[src/design/pnia_pkg.sv]
// Types, codes and reset values shared by the pack node id assignment sequencer.
`timescale 1ns / 1ps
package pnia_pkg;

   typedef enum logic [3:0] {
      ST_IDLE           = 4'd0,
      ST_WAIT_REQUEST   = 4'd1,
      ST_START          = 4'd2,
      ST_SLAVE_SELECT   = 4'd3,
      ST_SELECT_CONFIRM = 4'd4,
      ST_WAIT_CONFIRM   = 4'd5,
      ST_AUTH_START     = 4'd6,
      ST_AUTHORIZING    = 4'd7,
      ST_VERIFY         = 4'd8,
      ST_ASSIGNED       = 4'd9,
      ST_FAILURE        = 4'd10,
      ST_WAIT_DESELECT  = 4'd11
   } st_type;

   typedef enum logic [3:0] {
      ACT_NONE         = 4'd0,
      ACT_SELECT       = 4'd1,
      ACT_DESELECT     = 4'd2,
      ACT_SEND_EMPTY   = 4'd3,
      ACT_SEND_ID      = 4'd4,
      ACT_READ_SERIAL  = 4'd5,
      ACT_RESTART_LINK = 4'd6,
      ACT_SUCCESS      = 4'd7,
      ACT_FAILURE      = 4'd8
   } act_type;

   localparam logic [2:0] FUNC_START = 3'd0;
   localparam logic [2:0] FUNC_TICK  = 3'd1;
   localparam logic [2:0] FUNC_POLL  = 3'd2;
   localparam logic [2:0] FUNC_FRAME = 3'd3;
   localparam logic [2:0] FUNC_READ  = 3'd4;

   localparam logic [2:0] CSR_WAIT_TMO   = 3'd0;
   localparam logic [2:0] CSR_AUTH_TMO   = 3'd1;
   localparam logic [2:0] CSR_DESEL_WAIT = 3'd2;
   localparam logic [2:0] CSR_NODE_OFS   = 3'd3;
   localparam logic [2:0] CSR_FRAME_ID   = 3'd4;

   localparam logic [15:0] WAIT_TMO_RST   = 16'd500;
   localparam logic [15:0] AUTH_TMO_RST   = 16'd6000;
   localparam logic [15:0] DESEL_WAIT_RST = 16'd4000;
   localparam logic [7:0]  NODE_OFS_RST   = 8'd5;
   localparam logic [10:0] FRAME_ID_RST   = 11'h070;

   typedef struct packed {
      logic [15:0] wait_tmo;
      logic [15:0] auth_tmo;
      logic [15:0] desel_wait;
      logic [7:0]  node_ofs;
      logic [10:0] frame_id;
   } cfg_type;

   typedef struct packed {
      logic [2:0]  func;
      logic [7:0]  pack_id;
      logic        select_ok;
      logic [10:0] frame_id;
      logic [7:0]  frame_byte;
      logic        is_read_serial;
      logic        cmd_success;
      logic        charge_known;
   } req_type;

   typedef struct packed {
      act_type    action;
      logic [7:0] pack;
      logic [7:0] payload;
   } res_type;

   typedef struct packed {
      res_type [2:0] res;
      logic [1:0]    cnt;
      logic          status;
      logic          busy;
   } bun_type;

   function automatic res_type mk_res(input act_type act, input logic [7:0] pk,
                                      input logic [7:0] pl);
      res_type r;
      r.action  = act;
      r.pack    = pk;
      r.payload = pl;
      return r;
   endfunction

endpackage

[src/design/pack_node_id_assign_fsm.sv]
// Top level of the pack node id assignment and authorisation sequencer.
//
//   channel  ports                       handshake       direction
//   req      req_func .. req_charge_known req_valid/stall in
//   rsp      rsp_action .. rsp_last       rsp_valid/stall out
//   csr      csr_index, csr_data          csr_valid/ready in
//
// An item is registered and processed, and its one to three results are held in
// a bundle register and handed out one per cycle while rsp_stall is low.
// Reset is synchronous and returns the sequencer to idle with reset values.
// rsp_stall holds the current result; req_stall rises while a registered item waits for the bundle.
`timescale 1ns / 1ps
module pack_node_id_assign_fsm (
   input  logic        clock,
   input  logic        reset,
   input  logic        req_valid,
   output logic        req_stall,
   input  logic [2:0]  req_func,
   input  logic [7:0]  req_pack_id,
   input  logic        req_select_ok,
   input  logic [10:0] req_frame_id,
   input  logic [7:0]  req_frame_byte,
   input  logic        req_is_read_serial,
   input  logic        req_cmd_success,
   input  logic        req_charge_known,
   output logic        rsp_valid,
   input  logic        rsp_stall,
   output logic [3:0]  rsp_action,
   output logic [7:0]  rsp_action_pack,
   output logic [7:0]  rsp_payload,
   output logic        rsp_status,
   output logic        rsp_busy_pack_valid,
   output logic        rsp_last,
   input  logic        csr_valid,
   output logic        csr_ready,
   input  logic [2:0]  csr_index,
   input  logic [15:0] csr_data
);
   import pnia_pkg::*;

   req_type req_ff;
   logic    in_vld_ff, in_vld_in;
   logic    free;
   logic    fire;
   logic    accept;
   cfg_type cfg;
   bun_type bun;

   assign fire      = in_vld_ff && free;
   assign req_stall = in_vld_ff && !free;
   assign accept    = req_valid && !req_stall;

   always_comb begin
      in_vld_in = in_vld_ff;
      if (accept)    in_vld_in = 1'b1;
      else if (fire) in_vld_in = 1'b0;
   end

   always_ff @(posedge clock) begin
      if (reset) in_vld_ff <= 1'b0;
      else       in_vld_ff <= in_vld_in;
   end

   always_ff @(posedge clock) begin
      if (accept) begin
         req_ff.func           <= req_func;
         req_ff.pack_id        <= req_pack_id;
         req_ff.select_ok      <= req_select_ok;
         req_ff.frame_id       <= req_frame_id;
         req_ff.frame_byte     <= req_frame_byte;
         req_ff.is_read_serial <= req_is_read_serial;
         req_ff.cmd_success    <= req_cmd_success;
         req_ff.charge_known   <= req_charge_known;
      end
   end

   pnia_csr u_csr (
      .clock     (clock),
      .reset     (reset),
      .csr_valid (csr_valid),
      .csr_ready (csr_ready),
      .csr_index (csr_index),
      .csr_data  (csr_data),
      .cfg       (cfg)
   );

   pnia_step u_step (
      .clock (clock),
      .reset (reset),
      .fire  (fire),
      .req   (req_ff),
      .cfg   (cfg),
      .bun   (bun)
   );

   pnia_out u_out (
      .clock               (clock),
      .reset               (reset),
      .load                (fire),
      .bun_in              (bun),
      .free                (free),
      .rsp_valid           (rsp_valid),
      .rsp_stall           (rsp_stall),
      .rsp_action          (rsp_action),
      .rsp_action_pack     (rsp_action_pack),
      .rsp_payload         (rsp_payload),
      .rsp_status          (rsp_status),
      .rsp_busy_pack_valid (rsp_busy_pack_valid),
      .rsp_last            (rsp_last)
   );

endmodule

[src/design/pnia_csr.sv]
// Configuration register file of the node id assignment sequencer.
`timescale 1ns / 1ps
module pnia_csr (
   input  logic             clock,
   input  logic             reset,
   input  logic             csr_valid,
   output logic             csr_ready,
   input  logic [2:0]       csr_index,
   input  logic [15:0]      csr_data,
   output pnia_pkg::cfg_type cfg
);
   import pnia_pkg::*;

   cfg_type cfg_ff, cfg_in;

   assign csr_ready = 1'b1;
   assign cfg       = cfg_ff;

   always_comb begin
      cfg_in = cfg_ff;
      if (csr_valid) begin
         case (csr_index)
            CSR_WAIT_TMO:   cfg_in.wait_tmo   = csr_data;
            CSR_AUTH_TMO:   cfg_in.auth_tmo   = csr_data;
            CSR_DESEL_WAIT: cfg_in.desel_wait = csr_data;
            CSR_NODE_OFS:   cfg_in.node_ofs   = csr_data[7:0];
            CSR_FRAME_ID:   cfg_in.frame_id   = csr_data[10:0];
            default:        cfg_in = cfg_ff;
         endcase
      end
   end

   always_ff @(posedge clock) begin
      if (reset) begin
         cfg_ff.wait_tmo   <= WAIT_TMO_RST;
         cfg_ff.auth_tmo   <= AUTH_TMO_RST;
         cfg_ff.desel_wait <= DESEL_WAIT_RST;
         cfg_ff.node_ofs   <= NODE_OFS_RST;
         cfg_ff.frame_id   <= FRAME_ID_RST;
      end else begin
         cfg_ff <= cfg_in;
      end
   end

endmodule

[src/design/pnia_step.sv]
// Protocol state, timeout and action selection for one item.
`timescale 1ns / 1ps
module pnia_step (
   input  logic              clock,
   input  logic              reset,
   input  logic              fire,
   input  pnia_pkg::req_type req,
   input  pnia_pkg::cfg_type cfg,
   output pnia_pkg::bun_type bun
);
   import pnia_pkg::*;

   st_type      st_ff, st_in;
   logic [7:0]  pack_ff, pack_in;
   logic        pv_ff, pv_in;
   logic [15:0] tl_ff, tl_in;
   logic [15:0] tr_ff, tr_in;
   logic [8:0]  node_sum;
   logic        frame_hit;
   logic        tl_zero;

   assign node_sum  = {1'b0, pack_ff} + {1'b0, cfg.node_ofs};
   assign frame_hit = (req.frame_id == cfg.frame_id) && pv_ff;
   assign tl_zero   = (tl_ff == 16'd0);

   always_comb begin
      st_in   = st_ff;
      pack_in = pack_ff;
      pv_in   = pv_ff;
      tl_in   = tl_ff;
      tr_in   = tr_ff;
      case (req.func)
         FUNC_START: begin
            pv_in = req.select_ok;
            tl_in = cfg.wait_tmo;
            tr_in = cfg.wait_tmo;
            if (req.select_ok) begin
               st_in   = ST_WAIT_REQUEST;
               pack_in = req.pack_id;
            end else begin
               st_in   = ST_IDLE;
               pack_in = 8'd0;
            end
         end
         FUNC_TICK: begin
            if (!tl_zero) tl_in = tl_ff - 16'd1;
         end
         FUNC_POLL: begin
            if (pv_ff) begin
               case (st_ff)
                  ST_WAIT_REQUEST, ST_SLAVE_SELECT, ST_WAIT_CONFIRM,
                  ST_AUTHORIZING: begin
                     if (tl_zero) st_in = ST_FAILURE;
                  end
                  ST_START: begin
                     if (!req.select_ok) begin
                        st_in = ST_FAILURE;
                     end else begin
                        st_in = ST_SLAVE_SELECT;
                        tl_in = tr_ff;
                     end
                  end
                  ST_SELECT_CONFIRM: begin
                     st_in = ST_WAIT_CONFIRM;
                     tl_in = tr_ff;
                  end
                  ST_AUTH_START: begin
                     if (!req.select_ok) begin
                        st_in = ST_FAILURE;
                     end else begin
                        st_in = ST_AUTHORIZING;
                        tl_in = cfg.auth_tmo;
                        tr_in = cfg.auth_tmo;
                     end
                  end
                  ST_VERIFY: begin
                     if (tl_zero) st_in = ST_FAILURE;
                     else if (req.charge_known) st_in = ST_ASSIGNED;
                  end
                  ST_ASSIGNED: begin
                     st_in   = ST_IDLE;
                     pack_in = 8'd0;
                     pv_in   = 1'b0;
                     tl_in   = cfg.wait_tmo;
                     tr_in   = cfg.wait_tmo;
                  end
                  ST_FAILURE: begin
                     st_in = ST_WAIT_DESELECT;
                     tl_in = cfg.desel_wait;
                     tr_in = cfg.desel_wait;
                  end
                  ST_WAIT_DESELECT: begin
                     if (tl_zero) begin
                        st_in   = ST_IDLE;
                        pack_in = 8'd0;
                        pv_in   = 1'b0;
                        tl_in   = cfg.wait_tmo;
                        tr_in   = cfg.wait_tmo;
                     end
                  end
                  default: st_in = st_ff;
               endcase
            end
         end
         FUNC_FRAME: begin
            if (frame_hit) begin
               case (st_ff)
                  ST_WAIT_REQUEST: st_in = ST_START;
                  ST_SLAVE_SELECT: st_in = ST_SELECT_CONFIRM;
                  ST_WAIT_CONFIRM: begin
                     if ({1'b0, req.frame_byte} == node_sum) begin
                        st_in = ST_AUTH_START;
                        tl_in = cfg.auth_tmo;
                        tr_in = cfg.auth_tmo;
                     end
                  end
                  default: st_in = st_ff;
               endcase
            end
         end
         FUNC_READ: begin
            if (pv_ff && req.pack_id == pack_ff && req.is_read_serial)
               st_in = req.cmd_success ? ST_VERIFY : ST_FAILURE;
         end
         default: st_in = st_ff;
      endcase
   end

   always_comb begin
      bun      = '0;
      bun.busy = pv_in;
      case (req.func)
         FUNC_START: begin
            bun.status = !req.select_ok;
            if (pv_ff) begin
               bun.res[0] = mk_res(ACT_DESELECT, pack_ff, 8'd0);
               bun.res[1] = mk_res(ACT_SELECT, req.pack_id, 8'd0);
               bun.res[2] = mk_res(ACT_FAILURE, req.pack_id, 8'd0);
               bun.cnt    = req.select_ok ? 2'd2 : 2'd3;
            end else begin
               bun.res[0] = mk_res(ACT_SELECT, req.pack_id, 8'd0);
               bun.res[1] = mk_res(ACT_FAILURE, req.pack_id, 8'd0);
               bun.cnt    = req.select_ok ? 2'd1 : 2'd2;
            end
         end
         FUNC_POLL: begin
            if (!pv_ff) begin
               bun.status = 1'b1;
            end else begin
               case (st_ff)
                  ST_START: begin
                     bun.res[0] = mk_res(ACT_DESELECT, pack_ff, 8'd0);
                     bun.res[1] = mk_res(ACT_SEND_EMPTY, pack_ff, 8'd0);
                     bun.cnt    = req.select_ok ? 2'd2 : 2'd1;
                  end
                  ST_SELECT_CONFIRM: begin
                     bun.res[0] = mk_res(ACT_SEND_ID, pack_ff, node_sum[7:0]);
                     bun.cnt    = 2'd1;
                  end
                  ST_AUTH_START: begin
                     bun.res[0] = mk_res(ACT_SELECT, pack_ff, 8'd0);
                     bun.res[1] = mk_res(ACT_READ_SERIAL, pack_ff, 8'd0);
                     bun.cnt    = req.select_ok ? 2'd2 : 2'd1;
                  end
                  ST_AUTHORIZING: bun.status = tl_zero;
                  ST_VERIFY: begin
                     bun.status = tl_zero;
                     if (!tl_zero && req.charge_known) begin
                        bun.res[0] = mk_res(ACT_RESTART_LINK, pack_ff, 8'd0);
                        bun.cnt    = 2'd1;
                     end
                  end
                  ST_ASSIGNED: begin
                     bun.res[0] = mk_res(ACT_SUCCESS, pack_ff, 8'd0);
                     bun.cnt    = 2'd1;
                  end
                  ST_FAILURE: begin
                     bun.res[0] = mk_res(ACT_DESELECT, pack_ff, 8'd0);
                     bun.cnt    = 2'd1;
                  end
                  ST_WAIT_DESELECT: begin
                     if (tl_zero) begin
                        bun.res[0] = mk_res(ACT_FAILURE, pack_ff, 8'd0);
                        bun.cnt    = 2'd1;
                     end
                  end
                  default: bun.cnt = 2'd0;
               endcase
            end
         end
         default: bun.cnt = 2'd0;
      endcase
      // quiet item: one empty result
      if (bun.cnt == 2'd0) begin
         bun.res[0] = mk_res(ACT_NONE, 8'd0, 8'd0);
         bun.cnt    = 2'd1;
      end
   end

   always_ff @(posedge clock) begin
      if (reset) begin
         st_ff   <= ST_IDLE;
         pack_ff <= 8'd0;
         pv_ff   <= 1'b0;
         tl_ff   <= WAIT_TMO_RST;
         tr_ff   <= WAIT_TMO_RST;
      end else if (fire) begin
         st_ff   <= st_in;
         pack_ff <= pack_in;
         pv_ff   <= pv_in;
         tl_ff   <= tl_in;
         tr_ff   <= tr_in;
      end
   end

   a_idle_no_pack: assert property (@(posedge clock) disable iff (reset)
      !pv_ff |-> (st_ff == ST_IDLE && pack_ff == 8'd0))
      else $error("no pack held outside idle");
   a_idle_has_no_pack: assert property (@(posedge clock) disable iff (reset)
      (st_ff == ST_IDLE) |-> !pv_ff)
      else $error("pack held in idle");
   a_timer_bound: assert property (@(posedge clock) disable iff (reset)
      tl_ff <= tr_ff)
      else $error("countdown above its reload");

endmodule

[src/design/pnia_out.sv]
// Result bundle register that hands out the results of one item in order.
`timescale 1ns / 1ps
module pnia_out (
   input  logic              clock,
   input  logic              reset,
   input  logic              load,
   input  pnia_pkg::bun_type bun_in,
   output logic              free,
   output logic              rsp_valid,
   input  logic              rsp_stall,
   output logic [3:0]        rsp_action,
   output logic [7:0]        rsp_action_pack,
   output logic [7:0]        rsp_payload,
   output logic              rsp_status,
   output logic              rsp_busy_pack_valid,
   output logic              rsp_last
);
   import pnia_pkg::*;

   bun_type    bun_ff;
   logic       vld_ff, vld_in;
   logic [1:0] idx_ff, idx_in;
   res_type    cur;

   assign cur                 = bun_ff.res[idx_ff];
   assign rsp_valid           = vld_ff;
   assign rsp_action          = cur.action;
   assign rsp_action_pack     = cur.pack;
   assign rsp_payload         = cur.payload;
   assign rsp_status          = bun_ff.status;
   assign rsp_busy_pack_valid = bun_ff.busy;
   assign rsp_last            = (idx_ff == bun_ff.cnt - 2'd1);
   assign free                = !vld_ff || (!rsp_stall && rsp_last);

   always_comb begin
      vld_in = vld_ff;
      idx_in = idx_ff;
      if (load) begin
         vld_in = 1'b1;
         idx_in = 2'd0;
      end else if (vld_ff && !rsp_stall) begin
         if (rsp_last) vld_in = 1'b0;
         else          idx_in = idx_ff + 2'd1;
      end
   end

   always_ff @(posedge clock) begin
      if (reset) begin
         vld_ff <= 1'b0;
         idx_ff <= 2'd0;
      end else begin
         vld_ff <= vld_in;
         idx_ff <= idx_in;
      end
   end

   always_ff @(posedge clock) begin
      if (load) bun_ff <= bun_in;
   end

   a_idx_in_range: assert property (@(posedge clock) disable iff (reset)
      vld_ff |-> (bun_ff.cnt != 2'd0 && idx_ff < bun_ff.cnt))
      else $error("result index beyond bundle");
   a_none_alone: assert property (@(posedge clock) disable iff (reset)
      (vld_ff && cur.action == ACT_NONE) |-> (bun_ff.cnt == 2'd1))
      else $error("empty result mixed with actions");
   a_load_when_free: assert property (@(posedge clock) disable iff (reset)
      load |-> free)
      else $error("bundle overwritten before drained");

endmodule

[config.mk]
export PLATFORM = sky130hd
export DESIGN_NAME = pack_node_id_assign_fsm
export DESIGN_NICKNAME = d
export VERILOG_FILES = /design/src/design/pnia_pkg.sv /design/src/design/pack_node_id_assign_fsm.sv /design/src/design/pnia_csr.sv /design/src/design/pnia_step.sv /design/src/design/pnia_out.sv
export SDC_FILE = /design/constraint.sdc
export NUM_CORES = 1
export LEC_CHECK = 0
export ABC_CLOCK_PERIOD_IN_PS = 4000
export BUFFER_PORTS_ARGS = -buffer_cell sky130_fd_sc_hd__buf_2
export CORE_MARGIN = 2
export CORE_UTILIZATION = 55
export DETAILED_ROUTE_END_ITERATION = 8
export PLACE_DENSITY = 0.78
export SYNTH_ARGS = -nofsm -noshare
export SYNTH_HDL_FRONTEND = slang
export SYNTH_HIERARCHICAL = 1
export SYNTH_SLANG_ARGS = --single-unit
[constraint.sdc]
create_clock -name clock -period 4 [get_ports clock]
set_clock_uncertainty 0.05 [all_clocks]
set_input_delay 0.6 -clock clock [delete_from_list [all_inputs] [get_ports clock]]
set_output_delay 0.6 -clock clock [all_outputs]
set_load 0.01 [all_outputs]
Word-level counts from Yosys, hierarchy flattened. Cells that the tools add are included. W data, S select, Z words.

$add $sub $neg: 4. $lt $le $gt $ge: 1. Equal/unequal tests: 40. Muxes and demuxes: 60. Bitwise gates (word level): 1. Reduce and logical (&&, ||, !) cells: 45.

Operators with widths (number): $mux W16 (9); $pmux W16 S4 (2); $pmux W20 S6 (1); $pmux W16 S6 (1); $mux W42 (2); $pmux W40 S2 (1); $pmux W16 S3 (1); $bmux W20 S2 (1); $mux W20 (2); $mux W4 (10); $pmux W19 S2 (1); $pmux W4 S8 (1); $pmux W8 S2 (2); $mux W8 (3); $mux W22 (1); $reduce_and A11 Y1 (2); $mux W21 (1); $eq A4 B3 Y1 const B (4); $eq A4 B4 Y1 const B (4); $logic_not A16 Y1 (1); $pmux W4 S4 (1); $reduce_and A2 Y1 (8); $sub A16 B1 Y16 const B (1); $eq A3 B2 Y1 const B (4); 40 further kinds (87).

Register bits: 214. Input bits: 58. Word-level logic and storage cells: 184.

Depth between registers and ports, before layout.
Depth after elaboration: 9. Depth in mapped cells: 11. Gate-level depth less buffers: 10.

Modules after synthesis. The synthesis kept the hierarchy.

By module, submodules not included: pnia_step (times used 1, cells an instance 692, area each 4877.2 um^2); pnia_csr (times used 1, cells an instance 260, area each 2750.1 um^2); pnia_out (times used 1, cells an instance 154, area each 2512.4 um^2); pack_node_id_assign_fsm (times used 1, cells an instance 39, area each 1077.3 um^2).

Worst setup path before layout. OpenSTA, ideal clock, no wires.

Path kind: reg-to-reg. From: reg u_out/bun_ff[3] (netlist name). To: reg u_step.tl_ff[8]. Setup time: 0.122 ns. Arrival: 4.087 ns. Required time: 3.828 ns. Path slack: -0.259 ns. Stages on the path, launching flop included: 11. Period minus slack after synthesis: 4.259 ns. Cell sequence: edfxtp_1 > xnor2_1 > mux2_4 > o21ai_2 > and2_1 > nor3b_2 > o211ai_1 > a21oi_2 > buf_2 > nand2_1 > a221o_1.

Word-level cells in the longest chain between the ends: 6.

RTL lines: start: declaration (RTL line pnia_out.sv:20) `bun_type bun_ff;`; start signal: assignment (RTL line pnia_out.sv:58) `if (load) bun_ff <= bun_in;`; $sub A2 B1 Y2 (RTL line pnia_out.sv:32) `assign rsp_last = (idx_ff == bun_ff.cnt - 2'd1);`; $eq A2 B2 Y1 (RTL line pnia_out.sv:32); $logic_and A1 B1 Y1 (RTL line pnia_out.sv:33) `assign free = !vld_ff || (!rsp_stall && rsp_last);`; $logic_or A1 B1 Y1 (RTL line pnia_out.sv:33); named net free (RTL line pack_node_id_assign_fsm.sv:43) `logic free;`; $logic_and A1 B1 Y1 (RTL line pack_node_id_assign_fsm.sv:49) `assign fire = in_vld_ff && free;`; named net fire (RTL line pack_node_id_assign_fsm.sv:44) `logic fire;`; $reduce_and A11 Y1 (no line); end signal: assignment (RTL line pnia_step.sv:211) `tl_ff <= tl_in;`; end: declaration (RTL line pnia_step.sv:16) `logic [15:0] tl_ff, tl_in;`.

The timed path passes the listed nets, and every way through them passes these cells. A chain may end at the register's enable or synchronous reset.

Worst setup path in the final report.
From: reg u_step.pack_ff[0]. To: reg u_step.tl_ff[1].

Word-level cells in the longest chain between the ends: 4.

RTL lines: start: declaration (RTL line pnia_step.sv:14) `logic [7:0] pack_ff, pack_in;`; start signal: assignment (RTL line pnia_step.sv:209) `pack_ff <= pack_in;`; $add A8 B8 Y9 (RTL line pnia_step.sv:22) `assign node_sum = {1'b0, pack_ff} + {1'b0, cfg.node_ofs};`; $eq A8 B9 Y1 (RTL line pnia_step.sv:111) `if ({1'b0, req.frame_byte} == node_sum) begin`; $ne A2 B1 Y1 (no line); $reduce_and A11 Y1 (no line).

Every way passes these cells.

==> flow_metrics.env <==
export IMPL_hp_class="in2reg"
export IMPL_r2r_start="u_step/pack_ff[0]$_SDFFE_PP0P_"
export IMPL_cts_buffers=24
export IMPL_setup_violations_final=0
export IMPL_final_cell_mix="nor2_1 (125), dfxtp_1 (116), mux2i_1 (103)"
export IMPL_hold_depth=1
export IMPL_finalSetupTns_ps=0
export IMPL_ant_nets=0
export IMPL_synth_seq_cells=214
export IMPL_final_util_pct=62.3
export IMPL_post_drt_wl_per_cell_um=18.5
export IMPL_area_growth_synth_to_final_pct=11.7
export IMPL_fmax_mhz=264
export IMPL_synth_edf_count=98
export IMPL_powerDensity_mw_per_mm2=395
export IMPL_drcViolationCount=0
export IMPL_ys_warn_count=6
export IMPL_drtIter0Drc=1057
export IMPL_synth_area_per_cell_um2=9.80
export IMPL_r2r_setup_slack_ps=210
export IMPL_drive_gt1_share_pct=14.0
export IMPL_hpwl_um=18900
export IMPL_ir_worst_vdd_mv=0.368
export IMPL_clk_pin_slew_ps=60
export IMPL_grt_antenna_before_repair=0
export IMPL_cts_sinks=214
export IMPL_holdPathEnd="req_ff[26]$_DFFE_PP_"
export IMPL_start_util_pct=55.8
export IMPL_start_kind="flip-flop"
export IMPL_fin_crit_sh_pct=94.7
export IMPL_ys_flop_type="dfxtp_1"
export IMPL_async_flop_share_pct=0
export IMPL_io_pins=84
export IMPL_synth_cells=1145
export IMPL_clk_latency_ps=520
export IMPL_synth_cell_types=82
export IMPL_r2r_end="u_step/tl_ff[1]$_SDFFE_PP0P_"
export IMPL_rsz0062_at_grt="false"
export IMPL_fin_crit_ps=3790
export IMPL_drv_slew=0
export IMPL_grt_pass1_wl_um=43100
export IMPL_fin_ws_ps=213
export IMPL_finalHoldViolations=0
export IMPL_hp_start="req_pack_id[3]"
export IMPL_maxCapViolations=0
export IMPL_multi_input_area_mm2=0.00543
export IMPL_final_nets=1266
export IMPL_rows=52
export IMPL_htreeDepth=1
export IMPL_drt_vias_per_instance=6.03
export IMPL_power_leakage_uw=0.00465
export IMPL_outcome="finished, final reports clean"
export IMPL_grt_use_total_pct=24.7
export IMPL_core_mm2=0.0201
export IMPL_dieArea_mm2=0.0216
export IMPL_fillers=1635
export IMPL_ys_seq_area_share_pct=46.9
export IMPL_critPathMaxFanout=13
export IMPL_grt_pass1_vias=8093
export IMPL_grt_max_degree=75
export IMPL_placed_cell_area_mm2=0.0117
export IMPL_root_buffer="clkbuf_16"
export IMPL_clock_path_buffers=3
export IMPL_postCtsHoldBufs=0
export IMPL_dieWidth_um=147
export IMPL_routed_wl_um=27500
export IMPL_final_common_cell="nor2_1"
export IMPL_endpoint_kind="flip-flop"
export IMPL_fin_area_mm2=0.0125
export IMPL_dp_slack_ps=311
export IMPL_tightest_slew_ps=1120
export IMPL_path_class="reg2reg"
export IMPL_crit_arrival_ps=4120
export IMPL_slew_headroom_pct=24.9
export IMPL_port_buffers=82
export IMPL_cp_required_ps=4330
export IMPL_cts_tree="built"
export IMPL_fp_dieH_um=147
export IMPL_via_count=8954
export IMPL_postCtsResizedCells=0
export IMPL_drtPass1Iterations=5
export IMPL_grt_overflow_total=0
export IMPL_syn_area_mm2=0.0112
export IMPL_antenna_cells=0
export IMPL_place_congestion=0.916
export IMPL_hold_ws_ps=208
export IMPL_r2r_cells=11
export IMPL_seq_area_mm2=0.00527
export IMPL_cts_setup_buffers=0
[through the flow]
stage	power (µW)	instances
2_1_floorplan	2730	1163
3_3_place_gp	2840	1439
3_5_place_dp	2850	1439
4_1_cts	4960	1483
5_1_grt	5100	1484
6_report	4950	1484
[registers in the layout (all words and copies together) (netlist names), 2 cells and up]
| name | cells |
|---|---|
| u_step/tl_ff | 16 |
| u_csr/cfg | 67 |
| u_out/bun_ff | 62 |
| u_step/tr_ff | 16 |
| u_step/st_ff | 4 |
| u_step/pack_ff | 8 |
| req_ff | 34 |
| u_out/idx_ff | 2 |
[how the worst max path moves through the flow]
stage / startpoint / endpoint / slack (ps) / cells after the start
2_1_floorplan: u_out/bun_ff[3]$_DFFE_PP_ / u_step/tl_ff[8]$_SDFFE_PP1P_ / 550 / 10
3_3_place_gp: u_step/pack_ff[0]$_SDFFE_PP0P_ / u_step/tr_ff[8]$_SDFFE_PP1P_ / 440 / 11
3_5_place_dp: u_step/pack_ff[0]$_SDFFE_PP0P_ / u_step/tl_ff[1]$_SDFFE_PP0P_ / 310 / 11
4_1_cts: u_step/pack_ff[0]$_SDFFE_PP0P_ / u_step/tr_ff[4]$_SDFFE_PP1P_ / 280 / 11
5_1_grt: u_step/pack_ff[0]$_SDFFE_PP0P_ / u_step/tr_ff[7]$_SDFFE_PP1P_ / 9 / 11
6_report: u_step/pack_ff[0]$_SDFFE_PP0P_ / u_step/tl_ff[1]$_SDFFE_PP0P_ / 210 / 11
[worst max-delay path: stages, from the launching register on]
cell and delay (ps):
dfxtp_1 430, ha_1 260, fa_1 470, xor2_1 180, a2111oi_0 330, o2111ai_1 170, nor4_1 430, nand4b_1 340
a21oi_2 450, buf_4 260, mux2i_1 230, nor2_1 50
[metal layers]
metal  track usage (%)  share of wire, %
met4              6.26               2.1
met3              4.35               8.1
met5                 0                 0
met1              36.1                45
met2              38.3                45
[synthesized netlist by cell type, drive strengths merged, types with 13 or more instances]
library cell  instances  area (µm²)
nand4                15        93.8
a21oi                76         384
inv                  22        82.6
a22o                 13         114
nor2                126         473
mux2i               103        1030
buf                  49         307
dfxtp               116        2320
a22oi                31         233
nand2b               74         463
nand2                62         233
nor3                 19        95.1
o21ai                59         299
nand3                13        65.1
a211oi               21         168
edfxtp               98        2940
clkbuf               55         208
xnor2                32         280
[where the power goes]
part | internal, µW | leakage (µW) | switching [µW]
registers | 2370 | 0.00188 | 55.5
logic | 154 | 0.00239 | 231
clock network | 1290 | 0.000382 | 851
[cell type report]
type	count	share of cell area, %
Clock buffer	42	6.09
Clock inverter	2	0.110
Inverter	22	0.659
Multi-Input combinational cell	823	43.4
Sequential cell	214	42.0
Tap cell	270	2.70
Timing Repair Buffer	111	5.01
[logic make-up after synthesis]
family,Yosys count,synth area share (%)
multiplexers,104,9.33
flip-flops,214,46.9
buffers and inverters,126,5.32
AND/OR/NAND/NOR,367,16.9
AO/OA/AOI/OAI,281,17.0
other,2,0.0670
XOR/XNOR,39,3.05
adder cells (fa/ha/maj),12,1.41
Power figures use the tool's default switching activity.
